--- src/mrm_pkg.sv ---
// ----------------------------------------------------------------------------
// mrm_pkg: shared types and constants of the modem response matcher
// commands, result codes, register indexes and reset values
// ----------------------------------------------------------------------------
package mrm_pkg;

	// default sizing
	localparam int BUFFER_BYTES_DEF      = 128;
	localparam int MAX_PATTERN_BYTES_DEF = 8;

	// register and field widths
	localparam int PATTERN_W = 64;
	localparam int LENGTH_W  = 4;
	localparam int TIMER_W   = 32;
	localparam int CMD_W     = 2;
	localparam int BYTE_W    = 8;
	localparam int STATUS_W  = 2;
	localparam int ADDR_W    = 2;

	// reset values of the configuration registers ("\r\nOK", 4 bytes, 1000 ticks)
	localparam logic [PATTERN_W-1:0] PATTERN_RST = 64'h0000_0000_0D0A_4F4B;
	localparam logic [LENGTH_W-1:0]  LENGTH_RST  = 4'd4;
	localparam logic [TIMER_W-1:0]   TIMEOUT_RST = 32'd1000;

	// the text ERROR, last byte lowest
	localparam int                     ERROR_BYTES = 5;
	localparam logic [8*ERROR_BYTES-1:0] ERROR_TEXT = 40'h45_52_52_4F_52;

	typedef enum logic [CMD_W-1:0] {
		CMD_START = 2'd0,
		CMD_BYTE  = 2'd1,
		CMD_TICK  = 2'd2
	} cmd_t;

	typedef enum logic [STATUS_W-1:0] {
		ST_FOUND   = 2'd0,
		ST_ERROR   = 2'd1,
		ST_FULL    = 2'd2,
		ST_TIMEOUT = 2'd3
	} status_t;

	typedef enum logic [ADDR_W-1:0] {
		REG_PATTERN = 2'd0,
		REG_LENGTH  = 2'd1,
		REG_TIMEOUT = 2'd2
	} reg_idx_t;

	// outcome of checking the history after a received byte
	typedef struct packed {
		logic found;
		logic error_seen;
		logic full;
	} verdict_t;

endpackage

--- src/mrm_if.sv ---
// ----------------------------------------------------------------------------
// mrm_if: channel interfaces of the modem response matcher
// valid/ready request channels for items, results and register writes
// ----------------------------------------------------------------------------
interface mrm_item_if import mrm_pkg::*; ();
	logic              valid;
	logic              ready;
	logic [CMD_W-1:0]  command;
	logic [BYTE_W-1:0] data_byte;

	modport source (output valid, output command, output data_byte, input ready);
	modport sink   (input valid, input command, input data_byte, output ready);
endinterface

interface mrm_result_if import mrm_pkg::*; ();
	logic                valid;
	logic                ready;
	logic [STATUS_W-1:0] status;

	modport source (output valid, output status, input ready);
	modport sink   (input valid, input status, output ready);
endinterface

interface mrm_cfg_if import mrm_pkg::*; ();
	logic                 valid;
	logic                 ready;
	logic [ADDR_W-1:0]    addr;
	logic [PATTERN_W-1:0] wdata;

	modport source (output valid, output addr, output wdata, input ready);
	modport sink   (input valid, input addr, input wdata, output ready);
endinterface

--- src/mrm_verdict.sv ---
// ----------------------------------------------------------------------------
// mrm_verdict: history compare of the modem response matcher
// checks the byte history for the pattern, for ERROR and for a full buffer
// ----------------------------------------------------------------------------
module mrm_verdict import mrm_pkg::*; #(
	parameter int BUFFER_BYTES      = BUFFER_BYTES_DEF,
	parameter int MAX_PATTERN_BYTES = MAX_PATTERN_BYTES_DEF
) (
	input  logic [8*MAX_PATTERN_BYTES-1:0] history,
	input  logic [$clog2(BUFFER_BYTES)-1:0] count,
	input  logic [PATTERN_W-1:0]            pattern,
	input  logic [LENGTH_W-1:0]             pattern_length,
	output verdict_t                        verdict
);

	localparam int CNT_W = $clog2(BUFFER_BYTES);
	localparam int CMP_W = CNT_W + LENGTH_W;

	logic [LENGTH_W-1:0]          len_sat;
	logic [MAX_PATTERN_BYTES-1:0] byte_ok;

	// lengths beyond the history saturate
	assign len_sat = (pattern_length > LENGTH_W'(MAX_PATTERN_BYTES)) ?
		LENGTH_W'(MAX_PATTERN_BYTES) : pattern_length;

	// bytes past the pattern length always pass
	always_comb begin
		for (int i = 0; i < MAX_PATTERN_BYTES; i++) begin
			byte_ok[i] = (history[8*i +: 8] == pattern[8*i +: 8]) ||
				(LENGTH_W'(i) >= len_sat);
		end
	end

	assign verdict.found = (&byte_ok) && (CMP_W'(count) >= CMP_W'(len_sat));
	assign verdict.error_seen = (history[8*ERROR_BYTES-1:0] == ERROR_TEXT) &&
		(CMP_W'(count) >= CMP_W'(ERROR_BYTES));
	assign verdict.full = (count == CNT_W'(BUFFER_BYTES - 1));

endmodule

--- src/modem_response_matcher_core.sv ---
// ----------------------------------------------------------------------------
// modem_response_matcher_core: modem reply matcher with timeout
// Watches received modem bytes for an expected reply. A start request clears
// the byte history, byte count and tick timer and arms the matcher; while
// armed, every byte request is shifted into the history and checked in order
// for the configured pattern (found), the text ERROR (error) and a count of
// BUFFER_BYTES-1 (buffer full); tick requests advance a saturating timer and
// report timeout once the elapsed ticks exceed timeout_ticks. Each verdict
// disarms the matcher; while disarmed, bytes and ticks are dropped silently.
// Throughput is one request per clock while the result register is free; a
// request is taken into an input register, evaluated and folded into the
// matcher state once the result register is free, and its result (if any)
// is loaded into the result register at the same edge. The state update
// loop (history, count, timer, armed) sets that rate. Register
// writes are taken at any time and must only be issued while idle.
// ----------------------------------------------------------------------------
module modem_response_matcher_core import mrm_pkg::*; #(
	parameter int BUFFER_BYTES      = BUFFER_BYTES_DEF,
	parameter int MAX_PATTERN_BYTES = MAX_PATTERN_BYTES_DEF
) (
	input  logic         clk,
	input  logic         arst_n,
	mrm_item_if.sink     item,
	mrm_result_if.source result,
	mrm_cfg_if.sink      cfg
);

	localparam int CNT_W  = $clog2(BUFFER_BYTES);
	localparam int HIST_W = 8 * MAX_PATTERN_BYTES;

	// configuration registers
	logic [PATTERN_W-1:0] match_pattern_q;
	logic [LENGTH_W-1:0]  pattern_length_q;
	logic [TIMER_W-1:0]   timeout_ticks_q;

	// input register
	logic              valid_s1;
	logic [CMD_W-1:0]  command_s1;
	logic [BYTE_W-1:0] data_byte_s1;

	// matcher state
	logic [HIST_W-1:0]  history_q;
	logic [CNT_W-1:0]   byte_count_q;
	logic [TIMER_W-1:0] elapsed_q;
	logic               armed_q;

	// result register
	logic          out_valid_q;
	status_t       status_q;

	// next state and verdict
	logic [HIST_W-1:0]  history_d;
	logic [CNT_W-1:0]   byte_count_d;
	logic [TIMER_W-1:0] elapsed_d;
	logic               armed_d;
	logic               emit;
	status_t            status_d;

	logic [HIST_W-1:0]  hist_shift;
	logic [CNT_W-1:0]   count_inc;
	logic [TIMER_W-1:0] elapsed_inc;
	verdict_t           verdict;

	logic out_free;
	logic fire;

	// the result register frees up when empty or taken this cycle
	assign out_free   = !out_valid_q || result.ready;
	assign fire       = valid_s1 && out_free;
	assign item.ready = !valid_s1 || out_free;

	assign result.valid  = out_valid_q;
	assign result.status = status_q;

	assign cfg.ready = 1'b1;

	// ------------------------------------------------------------------
	// register writes
	// ------------------------------------------------------------------
	always_ff @(posedge clk or negedge arst_n) begin
		if (!arst_n) begin
			match_pattern_q  <= PATTERN_RST;
			pattern_length_q <= LENGTH_RST;
			timeout_ticks_q  <= TIMEOUT_RST;
		end else if (cfg.valid) begin
			case (reg_idx_t'(cfg.addr))
				REG_PATTERN: match_pattern_q  <= cfg.wdata;
				REG_LENGTH:  pattern_length_q <= cfg.wdata[LENGTH_W-1:0];
				REG_TIMEOUT: timeout_ticks_q  <= cfg.wdata[TIMER_W-1:0];
				default: ; // writes past the register list are dropped
			endcase
		end
	end

	// ------------------------------------------------------------------
	// input register
	// ------------------------------------------------------------------
	always_ff @(posedge clk or negedge arst_n) begin
		if (!arst_n) begin
			valid_s1 <= 1'b0;
		end else if (item.ready) begin
			valid_s1 <= item.valid;
		end
	end

	always_ff @(posedge clk) begin
		if (item.ready && item.valid) begin
			command_s1   <= item.command;
			data_byte_s1 <= item.data_byte;
		end
	end

	// ------------------------------------------------------------------
	// evaluation
	// ------------------------------------------------------------------
	// newest byte enters at the bottom of the history
	assign hist_shift  = {history_q[HIST_W-BYTE_W-1:0], data_byte_s1};
	assign count_inc   = byte_count_q + CNT_W'(1);
	// timer sticks at all ones
	assign elapsed_inc = (&elapsed_q) ? elapsed_q : elapsed_q + TIMER_W'(1);

	mrm_verdict #(
		.BUFFER_BYTES      (BUFFER_BYTES),
		.MAX_PATTERN_BYTES (MAX_PATTERN_BYTES)
	) u_verdict (
		.history        (hist_shift),
		.count          (count_inc),
		.pattern        (match_pattern_q),
		.pattern_length (pattern_length_q),
		.verdict        (verdict)
	);

	always_comb begin
		history_d    = history_q;
		byte_count_d = byte_count_q;
		elapsed_d    = elapsed_q;
		armed_d      = armed_q;
		emit         = 1'b0;
		status_d     = ST_FOUND;
		case (cmd_t'(command_s1))
			CMD_START: begin
				// clear and (re)arm, also while armed
				history_d    = '0;
				byte_count_d = '0;
				elapsed_d    = '0;
				armed_d      = 1'b1;
			end
			CMD_BYTE: begin
				if (armed_q) begin
					history_d    = hist_shift;
					byte_count_d = count_inc;
					// priority: pattern, then ERROR, then full buffer
					if (verdict.found) begin
						emit     = 1'b1;
						status_d = ST_FOUND;
					end else if (verdict.error_seen) begin
						emit     = 1'b1;
						status_d = ST_ERROR;
					end else if (verdict.full) begin
						emit     = 1'b1;
						status_d = ST_FULL;
					end
					if (emit) begin
						armed_d = 1'b0;
					end
				end
			end
			CMD_TICK: begin
				if (armed_q) begin
					elapsed_d = elapsed_inc;
					if (elapsed_inc > timeout_ticks_q) begin
						emit     = 1'b1;
						status_d = ST_TIMEOUT;
						armed_d  = 1'b0;
					end
				end
			end
			default: ; // unused command, ignored
		endcase
	end

	// ------------------------------------------------------------------
	// matcher state
	// ------------------------------------------------------------------
	always_ff @(posedge clk or negedge arst_n) begin
		if (!arst_n) begin
			history_q    <= '0;
			byte_count_q <= '0;
			elapsed_q    <= '0;
			armed_q      <= 1'b0;
		end else if (fire) begin
			history_q    <= history_d;
			byte_count_q <= byte_count_d;
			elapsed_q    <= elapsed_d;
			armed_q      <= armed_d;
		end
	end

	// ------------------------------------------------------------------
	// result register
	// ------------------------------------------------------------------
	always_ff @(posedge clk or negedge arst_n) begin
		if (!arst_n) begin
			out_valid_q <= 1'b0;
		end else if (out_free) begin
			out_valid_q <= fire && emit;
		end
	end

	always_ff @(posedge clk) begin
		if (fire && emit) begin
			status_q <= status_d;
		end
	end

	// ------------------------------------------------------------------
	// assertions
	// ------------------------------------------------------------------
	// a new result only follows a request evaluated in the cycle before
	a_result_source: assert property (@(posedge clk) disable iff (!arst_n)
		$rose(out_valid_q) |-> $past(valid_s1))
		else $error("result appeared without a request in the input register");

	// the matcher disarms before the count can pass the buffer limit
	a_count_bound: assert property (@(posedge clk) disable iff (!arst_n)
		byte_count_q <= CNT_W'(BUFFER_BYTES - 1))
		else $error("byte count beyond buffer limit");

	// every verdict leaves the matcher disarmed
	a_verdict_disarms: assert property (@(posedge clk) disable iff (!arst_n)
		(fire && emit) |=> !armed_q)
		else $error("matcher still armed after a verdict");

	// a start request always leaves a cleared, armed matcher
	a_start_clears: assert property (@(posedge clk) disable iff (!arst_n)
		(fire && command_s1 == CMD_START) |=>
		(armed_q && byte_count_q == '0 && elapsed_q == '0))
		else $error("start request did not clear and arm");

endmodule
--- src/flat_wrapper.sv ---
// flat-port wrapper written by rule: the top's interface ports become plain ports
module modem_response_matcher_core_flat import mrm_pkg::*;
#(
	parameter int BUFFER_BYTES      = BUFFER_BYTES_DEF,
	parameter int MAX_PATTERN_BYTES = MAX_PATTERN_BYTES_DEF
)
  (clk, arst_n, item_valid, item_command, item_data_byte, item_ready, result_valid, result_status, result_ready, cfg_valid, cfg_addr, cfg_wdata, cfg_ready);
  mrm_item_if item_i ();
  mrm_result_if result_i ();
  mrm_cfg_if cfg_i ();
  input  logic clk;
  input  logic arst_n;
  input wire logic [$bits(item_i.valid)-1:0] item_valid;
  input wire logic [$bits(item_i.command)-1:0] item_command;
  input wire logic [$bits(item_i.data_byte)-1:0] item_data_byte;
  output wire logic [$bits(item_i.ready)-1:0] item_ready;
  output wire logic [$bits(result_i.valid)-1:0] result_valid;
  output wire logic [$bits(result_i.status)-1:0] result_status;
  input wire logic [$bits(result_i.ready)-1:0] result_ready;
  input wire logic [$bits(cfg_i.valid)-1:0] cfg_valid;
  input wire logic [$bits(cfg_i.addr)-1:0] cfg_addr;
  input wire logic [$bits(cfg_i.wdata)-1:0] cfg_wdata;
  output wire logic [$bits(cfg_i.ready)-1:0] cfg_ready;
  assign item_i.valid = item_valid;
  assign item_i.command = item_command;
  assign item_i.data_byte = item_data_byte;
  assign item_ready = item_i.ready;
  assign result_valid = result_i.valid;
  assign result_status = result_i.status;
  assign result_i.ready = result_ready;
  assign cfg_i.valid = cfg_valid;
  assign cfg_i.addr = cfg_addr;
  assign cfg_i.wdata = cfg_wdata;
  assign cfg_ready = cfg_i.ready;
  modem_response_matcher_core #(.BUFFER_BYTES(BUFFER_BYTES), .MAX_PATTERN_BYTES(MAX_PATTERN_BYTES)) u_core (.clk(clk), .arst_n(arst_n), .item(item_i), .result(result_i), .cfg(cfg_i));
endmodule
--- config.mk ---
export PLATFORM = sky130hd
export DESIGN_NAME = modem_response_matcher_core_flat
export DESIGN_NICKNAME = d
export VERILOG_FILES = /design/src/mrm_pkg.sv /design/src/mrm_if.sv /design/src/mrm_verdict.sv /design/src/modem_response_matcher_core.sv /design/src/flat_wrapper.sv
export SDC_FILE = /design/constraint.sdc
export NUM_CORES = 1
export LEC_CHECK = 0
export ABC_CLOCK_PERIOD_IN_PS = 10300
export BUFFER_PORTS_ARGS = -buffer_cell sky130_fd_sc_hd__buf_2
export CAP_MARGIN = 20
export CORE_ASPECT_RATIO = 0.75
export CORE_UTILIZATION = 40
export DETAILED_ROUTE_END_ITERATION = 16
export PLACE_DENSITY = 0.54
export SLEW_MARGIN = 15
export SYNTH_ARGS = -nofsm -noshare
export SYNTH_HDL_FRONTEND = slang
export SYNTH_SLANG_ARGS = --single-unit
--- constraint.sdc ---
create_clock -name clk -period 10.3 [get_ports clk]
set_clock_uncertainty 0.1 [all_clocks]
set_input_delay 1.03 -clock clk [delete_from_list [all_inputs] [get_ports clk]]
set_output_delay 1.03 -clock clk [all_outputs]
set_load 0.01 [all_outputs]
Yosys cells after proc, flatten, opt, wreduce, memory -nomap -nowiden
Cells that the tools add are included.
{"block": "totals", "register_bits": 210, "in_bits": 81, "output_inout_bits": 5, "wordCells": 101}
{"block": "classes", "add_sub_neg": 2, "order_cmp": 12, "eq_ne": 16, "n_mux": 29, "n_reduce_logical": 30}
{"cell": "$pmux W56 S2", "n": 1}
{"cell": "$eq A8 B8 Y1", "n": 8}
{"cell": "$mux W32", "n": 2}
{"cell": "$pmux W32 S2", "n": 1}
{"cell": "$mux W56", "n": 1}
{"cell": "$eq A40 B39 Y1 const B", "n": 1}
{"cell": "$add A32 B1 Y32 const B", "n": 1}
{"cell": "$gt A32 B32 Y1", "n": 1}
{"cell": "$reduce_and A32 Y1", "n": 1}
{"cell": "$ge A3 B4 Y1 const A", "n": 4}
{"cell": "$pmux W7 S2", "n": 1}
{"cell": "$mux W1", "n": 12}
{"cell": "$mux W2", "n": 6}
{"cell": "$logic_or A1 B1 Y1", "n": 10}
{"cell": "$ge A1 B4 Y1 const A", "n": 2}
{"cell": "$ge A2 B4 Y1 const A", "n": 2}
{"cell": "$reduce_and A2 Y1", "n": 4}
{"cell": "$reduce_and A8 Y1", "n": 1}
{"cell": "$add A7 B1 Y7 const B", "n": 1}
{"cell": "$eq A7 B7 Y1 const B", "n": 1}
{"cell": "$ge A7 B3 Y1 const B", "n": 1}
{"cell": "$ge A7 B4 Y1", "n": 1}
{"cell": "$mux W7", "n": 1}
{"cell": "$reduce_and A3 Y1", "n": 2}
{"cell": "other kinds (13)", "n": 23}

Logic depth before layout (Yosys ltp)
Gate-level depths: netlist of run 1.
{"block": "logic_depth", "depth_word": 12, "mapped_depth": 17, "mapped_depth_nobuf": 14}

Modules after synthesis
From an unflattened synthesis of run 1, not the netlist that was laid out.
{"block": "hier_totals", "cells_unflattened": 929, "hier_area_um2": 10717.8}
{"module": "modem_response_matcher_core", "instances": 1, "cells_each": 800, "area_each_um2": 9693.0, "seq_area_each_um2": 5341.4}
{"module": "mrm_verdict", "instances": 1, "cells_each": 129, "area_each_um2": 1024.7, "seq_area_each_um2": 0.0}

Worst setup path after synthesis of run 1
No wires, ideal clock.
{"block": "synth_timing", "path_kind": "reg-to-reg", "start": "register u_core.elapsed_q[14]", "end": "register u_core.status_q[0] (netlist: u_core.result.status[0]), enable pin", "setup_time_ns": 0.329, "t_arrival_ns": 3.296, "t_required_ns": 9.871, "path_slack_ns": 6.575, "stages_incl_launch_ff": 17, "path_buffers": 3, "period_less_slack_ns": 3.725, "cell_sequence": "dfrtp_1 -> buf_2 -> and4_1 -> buf_2 -> nand4_4 -> nor4_1 -> nor2b_1 -> clkbuf_1 -> nand3_1 -> xnor2_1 -> ha_1 -> nand4_1 -> a2111o_1 -> a31oi_1 -> o21ai_0 -> and2_1 -> nor3_1"}
{"block": "synth_via", "elab_chain_cells": 7, "word_cells_on_any_way": 8, "cone_classes": "add/sub (1); order compare (1); mux (4); reduce/logical (2)"}
{"element": "start: declaration", "line": "modem_response_matcher_core.sv:44", "source": "logic [TIMER_W-1:0] elapsed_q;"}
{"element": "start signal: assignment", "line": "modem_response_matcher_core.sv:194", "source": "elapsed_q <= elapsed_d;"}
{"element": "$add A32 B1 Y32 or $reduce_and A32 Y1 (tied branches)", "line": "modem_response_matcher_core.sv:120", "source": "assign elapsed_inc = (&elapsed_q) ? elapsed_q : elapsed_q + TIMER_W'(1);"}
{"element": "$mux W32 *", "line": "modem_response_matcher_core.sv:120"}
{"element": "$gt A32 B32 Y1 *", "line": "modem_response_matcher_core.sv:171", "source": "if (elapsed_inc > timeout_ticks_q) begin"}
{"element": "$mux W1 *", "line": "modem_response_matcher_core.sv:171"}
{"element": "$mux W1 *", "line": "modem_response_matcher_core.sv:169", "source": "if (armed_q) begin"}
{"element": "$pmux W1 S2 *", "line": "modem_response_matcher_core.sv:140", "source": "case (cmd_t'(command_s1))"}
{"element": "$logic_and A1 B1 Y1 *", "line": "modem_response_matcher_core.sv:211", "source": "if (fire && emit) begin"}
{"element": "end signal: assignment", "line": "modem_response_matcher_core.sv:212", "source": "status_q <= status_d;"}
{"element": "end: declaration", "line": "modem_response_matcher_core.sv:49", "source": "status_t status_q;"}
Mark *: on every way between the ends. The rest lies on a longest branch, timed or not.
A chain may end at the register's enable or synchronous reset.

Worst setup path after layout of run 1
{"block": "layout_timing", "start": "register u_core.elapsed_q[26]", "end": "register u_core.status_q[1] (netlist: u_core.result.status[1]), enable pin"}
The elaborated chain is that of the path after synthesis.

==> summary.md, run 1 <==
| Metric | Value |
|---|---|
| Max IR drop VDD | 112.2 µV |
| Die area | 27800 µm² |
| Clock sink count | 210 |
| Detailed Routing Iterations Pass 1 | 5 |
| Resize count post-CTS | 0 |
| Final WL | 26080 µm |
| CTS tree | built |
| Crit path max-delay family | simple AND/OR/NAND/NOR gates |
| Status | complete, no violations |
| Reg clk slew, reported paths | 0.06 ns |
| Core Area | 26290 µm² |
| Residual DRC count | 0 |
| Worst R2R Setup Slack | 5.64 ns |
| Clock root cell | clkbuf_16 |
| CP Max Fanout | 12 |
| Setup TNS | 0 ns |
| Pin count of the biggest net entering global routing | 103 |
| Post-Syn Area | 10850 µm² |
| # setup viols final | 0 |
| Final WS setup | 5.640 ns |
| Layout Area Growth over Synthesis | 13.51% |
| R2R Path Start | u_core.elapsed_q[26] |
| Die X | 192.2 µm |
| Top-area cell type share of the netlist area | 0.4081 |
| Layout cells sized above 1 | 0.2394 |
| Area leader, netlist | dfrtp_1 |
| Syn Inst Count | 1001 |
| Hold violation count in the final report | 0 |
| Synth Flop Type | dfrtp_1 |
| Critical Path, Cell by Cell | and4_1 -> nand4_1 -> nor4_1 -> nor2b_1 -> nand3_1 -> xnor2_1 -> ha_1 -> nand4_1 -> a2111o_1 -> a31oi_1 -> o21ai_0 -> and2_1 -> nor3_1 |
| Final net count | 1196 |
| Vias per cell | 5.318 |
| Mean Syn Cell Area | 10.84 µm² |
| Initial antenna violation count | 0 |
| Static leakage | 5.493 nW |
| First-pass GRT wire length | 40890 µm |
| Hold WS | 0.3949 ns |
| Worst Tran Pin Value | 0.9500 ns |
| CP max-delay cell | nor2b_1 |
| R2R cell count | 13 |
| DP Cell Count | 1390 |
| Initial core utilization | 0.4128 |
| Yosys warnings | 0 |
| Gr ovfl total | 0 |
| Post-place setup slack | 5.686 ns |
| CP arrival | 4.73 ns |
| Register area share after synthesis | 0.4922 |
| Layout Cells excl Fill | 1430 |
| IO Count | 86 |
| Crit path kind | reg -> reg |
| Yosys reg bits | 210 |
| Tmin final | 4.660 ns |
| Area of the multi-input gates | 5166 µm² |
| Hold_sp | u_core.history_q[53] |
| Longest Clk Path Bufs | 3 |
| Detailed-route wire length per cell | 18.24 µm |
| Die Ht | 144.7 µm |
| Layout fillers | 2474 |
| CTS Buf Count | 23 |
| Syn_nets | 1126 |
| Crit. End Element | flip-flop |
| Total power divided by cell area | 180.6 nW/µm² |
| Ant. Diodes | 0 |
| Slew HR | 0.3667 |
| Hold Path Depth | 2 |
| Max Cap Violations | 0 |
| Storage cell area | 5341 µm² |
| GPL Wtd Cong | 0.8204 |
| Startpoint types | flip-flop |
| Via count | 7605 |
| Post CTS Setup Buffer Count | 0 |
| Critical path required time | 10.37 ns |
| Max Transition Viols Final | 0 |
| Worst reg2reg endpoint | u_core.result.status[1] |
| Worst Path Buf+Inv | 0 |
| Final worst-path cycle share | 0.4524 |
| Max incr delay on CP | 0.73 ns |
| Total global routing track utilization | 0.1905 |
| I/O Buffers | 84 |
| Post-DRT Antenna Nets | 0 |
| Worst skew pair latency | 0.51 ns |
| Htree depth | 1 |
| Row count | 51 |
| RSZ-0062 raised after global routing | no |
| CP dominant cell by count | nand4_1 |
| Ys async rst share | 0.9429 |
| Vias in the first global route | 7233 |
| CTS Hold Bufs | 0 |
| Post-synth cell types | 61 |
| Iteration-0 DRC Markers | 531 |
| Post-DP HPWL | 18600 µm |
| Number of flops mapped to enable cells by yosys | 12 |
| Fmax | 214.6 MHz |
| Worst Hold Class | reg -> reg |
| Top cells by area, synth | dfrtp_1 41%, mux2_2 10%, dfstp_2 5.1%, ha_1 5.1%, nand2_1 4.5% |
| Hold Path End | u_core.history_q[53] |
## synthesized netlist by cell type (5+ instances only)
cell type	count
a21o_1	5
and3_1	6
ha_1	44
and2_1	9
xnor2_1	42
nand3_1	21
clkbuf_1	39
dfstp_2	21
o31ai_1	16
and4_1	5
nand4_1	21
mux2_2	101
nand2_1	130
a31oi_1	21
o21ai_0	74
xor2_1	55
a22o_1	24
edfxtp_1	12
or3_1	5
nor4_1	17
inv_1	42
nor2_1	16
a21oi_1	26
dfrtp_1	177
nor3_1	7
## metrics by stage
stage | power, mW | area (µm²) | utilization
floorplan | 1.298 | 10850 | -
global placement | 1.424 | 11590 | 0.4407
detailed placement | 1.434 | 11590 | 0.4407
CTS | 2.256 | 12310 | 0.4684
global route | 2.346 | 12320 | 0.4686
finish | 2.224 | 12320 | 0.4686
## cell type report
type	instances	share of cell area
multi-input combinational	701	0.4194
sequential	210	0.4336
clock buffer	36	0.05312
tap	344	0.03494
inverter	42	0.01280
clock inverter	4	0.005891
timing repair buffer	93	0.04032
## worst register-to-register path, cell delays in order (launching register included)
cell	delay [ns]
dfrtp_1	0.42
and4_1	0.28
nand4_1	0.34
nor4_1	0.10
nor2b_1	0.73
nand3_1	0.24
xnor2_1	0.18
ha_1	0.31
nand4_1	0.16
a2111o_1	0.42
a31oi_1	0.34
o21ai_0	0.21
and2_1	0.22
nor3_1	0.29
## state kept, by name (all words and copies together) (netlist names)
register and count:
u_core.pattern_length_q 4, u_core.elapsed_q 32, u_core.command_s1 2, u_core.byte_count_q 7
u_core.history_q 56, u_core.data_byte_s1 8, u_core.timeout_ticks_q 32, u_core.match_pattern_q 64
u_core.result.status 2, u_core.result.valid 1, u_core.valid_s1 1, u_core.armed_q 1
## cell families after synthesis
logic type / after synthesis / synth area share
and+or+nand+nor: 267 / 0.1285
xor gates and xnor gates: 98 / 0.07978
buffers and inverters: 90 / 0.03297
AOI/OAI and AO/OA: 190 / 0.1107
other: 1 / 0.0003455
adders and majority gates: 44 / 0.05073
DFF: 210 / 0.4922
muxes: 101 / 0.1048
## power by group
group | internal [mW] | switching, mW | leakage (nW) | total, mW
Combinational | 0.180 | 0.177 | 2.53 | 0.357
Sequential | 0.951 | 0.109 | 2.62 | 1.06
Clock | 0.484 | 0.323 | 0.349 | 0.807
## worst max path at each step
stage	start	endpoint	slack (ns)	cells after the start
floorplan	u_core.elapsed_q[14]	u_core.result.status[0]	6.57	16
global placement	u_core.elapsed_q[26]	u_core.result.status[0]	5.78	14
detailed placement	u_core.elapsed_q[26]	u_core.result.status[0]	5.69	14
CTS	u_core.elapsed_q[26]	u_core.result.status[0]	5.68	14
global route	u_core.elapsed_q[24]	u_core.result.status[1]	5.39	13
finish	u_core.elapsed_q[26]	u_core.result.status[1]	5.64	13
## per-layer routing
| metal | vias to the layer above | wire length (µm) | track usage |
|---|---|---|---|
| met4 | 0 | 461 | 0.03937 |
| met1 | 3715 | 14400 | 0.3182 |
| li1 | 3701 | - | - |
| met3 | 29 | 1084 | 0.02339 |
| met5 | - | 0 | 0 |
| met2 | 160 | 10130 | 0.2544 |
## cell usage in the layout, fill, tap and decap left out, drive strengths merged, types with 3 or more instances in the layout
cell type / Yosys / layout
and4: 5 / 5
nand3: 21 / 21
a21oi: 26 / 26
nor2: 17 / 17
nand3b: 4 / 4
edfxtp: 12 / 12
o31ai: 17 / 17
nand2: 130 / 130
nor4: 19 / 19
nor3: 8 / 8
inv: 42 / 42
nor4b: 4 / 4
nand2b: 4 / 4
and2: 9 / 9
xnor2: 43 / 43
ha: 44 / 44
clkbuf: 39 / 37
and3: 7 / 7
a221oi: 3 / 3
mux2: 101 / 101
dfstp: 21 / 21
a21o: 5 / 5
nor2b: 3 / 3
or3: 5 / 5
a31oi: 21 / 21
buf: 9 / 92
xor2: 55 / 55
a22o: 24 / 24
o21a: 3 / 3
o21ai: 77 / 77
dfrtp: 177 / 177
nand4: 23 / 23
Note: power is estimated with default switching activity, not from simulation.
==> inputs of run 2 (changes only) <==
Settings changed: ABC_AREA set to 1, ABC_CLOCK_PERIOD_IN_PS 10300 to 4300.
Clock period 10.3 ns to 4.3 ns, I/O delays scaled along.
==> summary.md, run 2 <==
| Metric | Value |
|---|---|
| Top reg by flops | u_core.match_pattern_q |
| Yosys reg bits | 210 |
| Critical path required time | 4.43 ns |
| Commonest non-fill, non-tap cell in the layout | nand2_1 |
| Yosys warnings | 0 |
| Row count | 52 |
| CTS Buf Count | 24 |
| CP arrival | 4.11 ns |
| Slew HR | 0.3873 |
| Met3 usage in global routing | 0.03053 |
| Biggest regs | u_core.match_pattern_q (64), u_core.history_q (56) |
| Worst Tran Pin Value | 0.9191 ns |
| Die area | 28630 µm² |
| Total global routing track utilization | 0.2017 |
| Ys async rst share | 0.9429 |
| Max Transition Viols Final | 0 |
| Final net count | 1538 |
| CP startpoint | u_core.elapsed_q[0] |
| Register area share after synthesis | 0.4778 |
| Area leader, netlist | dfrtp_1 |
| Worst Hold Class | in -> reg |
| Detailed-route wire length per cell | 15.90 µm |
| Final worst-path cycle share | 0.9251 |
| Syn_nets | 1443 |
| Layout Area Growth over Synthesis | 15.48% |
| Most frequent cells in the layout | 331 x nand2_1, 177 x dfrtp_1, 166 x inv_1 |
| Critical Path, Cell by Cell | ha_1 -> inv_1 -> nor3_4 -> nand2_4 -> nor4_4 -> nand3_2 -> nand2_2 -> ha_1 -> nand2_1 -> nor2_1 -> nand4_1 -> nor3_1 -> nand2_1 -> nand2_1 -> nand2_1 -> nand2_1 -> nand2_1 -> nor2_1 |
| Post-place setup slack | 0.3878 ns |
| Pin count of the biggest net entering global routing | 112 |
| Worst Path Buf+Inv | 1 |
| Post-DP HPWL | 20560 µm |
| Met1 Use GR | 0.3284 |
| Vias in the first global route | 8244 |
| Crit. End Element | flip-flop |
| Longest Clk Path Bufs | 3 |
| Hold_sp | cfg_wdata[43] |
| RSZ-0062 raised after global routing | no |
| Initial core utilization | 0.4110 |
| Post-DRT Antenna Nets | 0 |
| GPL Wtd Cong | 0.9017 |
| Static leakage | 6.088 nW |
| CP Max Fanout | 13 |
| CTS tree | built |
| Max Cap Violations | 0 |
| Largest register FFs | 64 |
| Clock sink count | 210 |
| Via count | 8651 |
| Mean Syn Cell Area | 8.481 µm² |
| Ant. Diodes | 0 |
| Detailed Routing Iterations Pass 1 | 5 |
| Core Area | 27200 µm² |
| Gr ovfl total | 0 |
| I/O Buffers | 84 |
| Max incr delay on CP | 0.44 ns |
| Gr busiest metal | met1 |
| Most frequent cells after synthesis | 333 x nand2_1, 177 x dfrtp_1, 166 x inv_1 |
| Synth Flop Type | dfrtp_1 |
| Initial antenna violation count | 0 |
| Iteration-0 DRC Markers | 619 |
| Reg clk slew, reported paths | 0.06 ns |
| Crit path kind | reg -> reg |
| Setup TNS | 0 ns |
| Top cells by area, synth | dfrtp_1 40%, nand2_1 11%, o21ai_0 6.4%, inv_1 5.6%, dfstp_2 4.9% |
| Final WL | 28330 µm |
| Die Ht | 146.8 µm |
| Layout fillers | 2686 |
| Tmin final | 3.978 ns |
| R2R Path Start | u_core.elapsed_q[0] |
| Hold WS | 0.02560 ns |
| Post-Syn Area | 11180 µm² |
| Worst skew pair latency | 0.54 ns |
| Syn Inst Count | 1318 |
| Final WS setup | 0.3221 ns |
| Htree depth | 1 |
| Vias per cell | 4.855 |
| Residual DRC count | 0 |
| Top-area cell type share of the netlist area | 0.3962 |
| Post-synth cell types | 46 |
| IO Count | 86 |
| Total power divided by cell area | 443.9 nW/µm² |
| Number of flops mapped to enable cells by yosys | 12 |
| Met2 Track Usage GR | 0.2761 |
| Status | complete, no violations |
| Die X | 195.0 µm |
| First-pass GRT wire length | 45550 µm |
| Clock root cell | clkbuf_16 |
| Startpoint types | flip-flop |
| Crit path max-delay family | simple AND/OR/NAND/NOR gates |
| # setup viols final | 0 |
| Layout cells sized above 1 | 0.1558 |
| Hold violation count in the final report | 0 |
| CP dominant cell by count | nand2_1 |
| Most instantiated library cell after synthesis | nand2_1 |
| Fmax | 251.4 MHz |
| CP max-delay cell | dfrtp_1 |
| Max IR drop VDD | 247.7 µV |
[run 2: cell families (layout without fill, tap and decap cells)]
logic type      count (synthesis)  after routing  share of synthesized area
simple gates                  532            532                     0.2073
flops                         210            210                     0.4778
other cells                     1              1                  0.0003355
mux                            26             26                    0.02619
fa+ha+maj                      44             44                    0.04925
xor+xnor                       84             84                    0.06649
compound gates                206            206                    0.09805
buf+inv                       215            328                    0.07455
[run 2: area by class of cell]
type | instances | area, µm² | share of cell area
Inverter | 176 | 660.6 | 0.05118
Multi-Input combinational cell | 893 | 5017 | 0.3887
Clock buffer | 31 | 646.9 | 0.05011
Tap cell | 351 | 439.2 | 0.03402
Timing Repair Buffer | 108 | 681.9 | 0.05283
Sequential cell | 210 | 5341 | 0.4138
Clock inverter | 13 | 121.4 | 0.009402
[run 2: per-stage QoR]
step / power, mW / area, µm² / utilization / cells
after floorplan: 3.358 / 11180 / - / 1318
after global placement: 3.703 / 11960 / 0.4396 / 1723
after detailed placement: 3.728 / 11960 / 0.4396 / 1723
after CTS: 5.789 / 12850 / 0.4726 / 1780
after global routing: 6.084 / 12910 / 0.4747 / 1782
final: 5.730 / 12910 / 0.4747 / 1782
[run 2: path summary, 6_finish.rpt]
kind,end,depth (start not counted),slack [ns]
setup / recovery,u_core.result.status[0],18,0.32
hold / removal,u_core.match_pattern_q[43],2,0.03
setup reg to reg,u_core.result.status[0],18,0.32
hold reg to reg,u_core.timeout_ticks_q[26],2,0.39
max in group asynchronous,u_core.timeout_ticks_q[6],3,2.63
min in group asynchronous,u_core.match_pattern_q[57],2,0.48
[run 2: metal layers]
| metal | part of all wire | vias to the layer above |
|---|---|---|
| li1 | - | 4435 |
| met1 | 0.54 | 3989 |
| met2 | 0.39 | 196 |
| met3 | 0.045 | 31 |
| met4 | 0.017 | 0 |
| met5 | 0 | - |
[run 2: power by group]
group          internal (mW)  switching (mW)
Combinational          0.489           0.654
Clock                   1.18           0.843
Sequential              2.30           0.262
[run 2: worst register-to-register path, delay by kind of cell (launching register included)]
kind	cells	cell delay, ns
AND/OR/NAND/NOR	15	2.64
flip-flops	1	0.44
adder cells (fa/ha/maj)	2	0.38
buffers and inverters	1	0.11
[run 2: what timing repair did]
action	CTS	global route
setup buffers	0	0
resized for setup	0	0
endpoints found under the hold margin	96	0
hold buffers	13	0
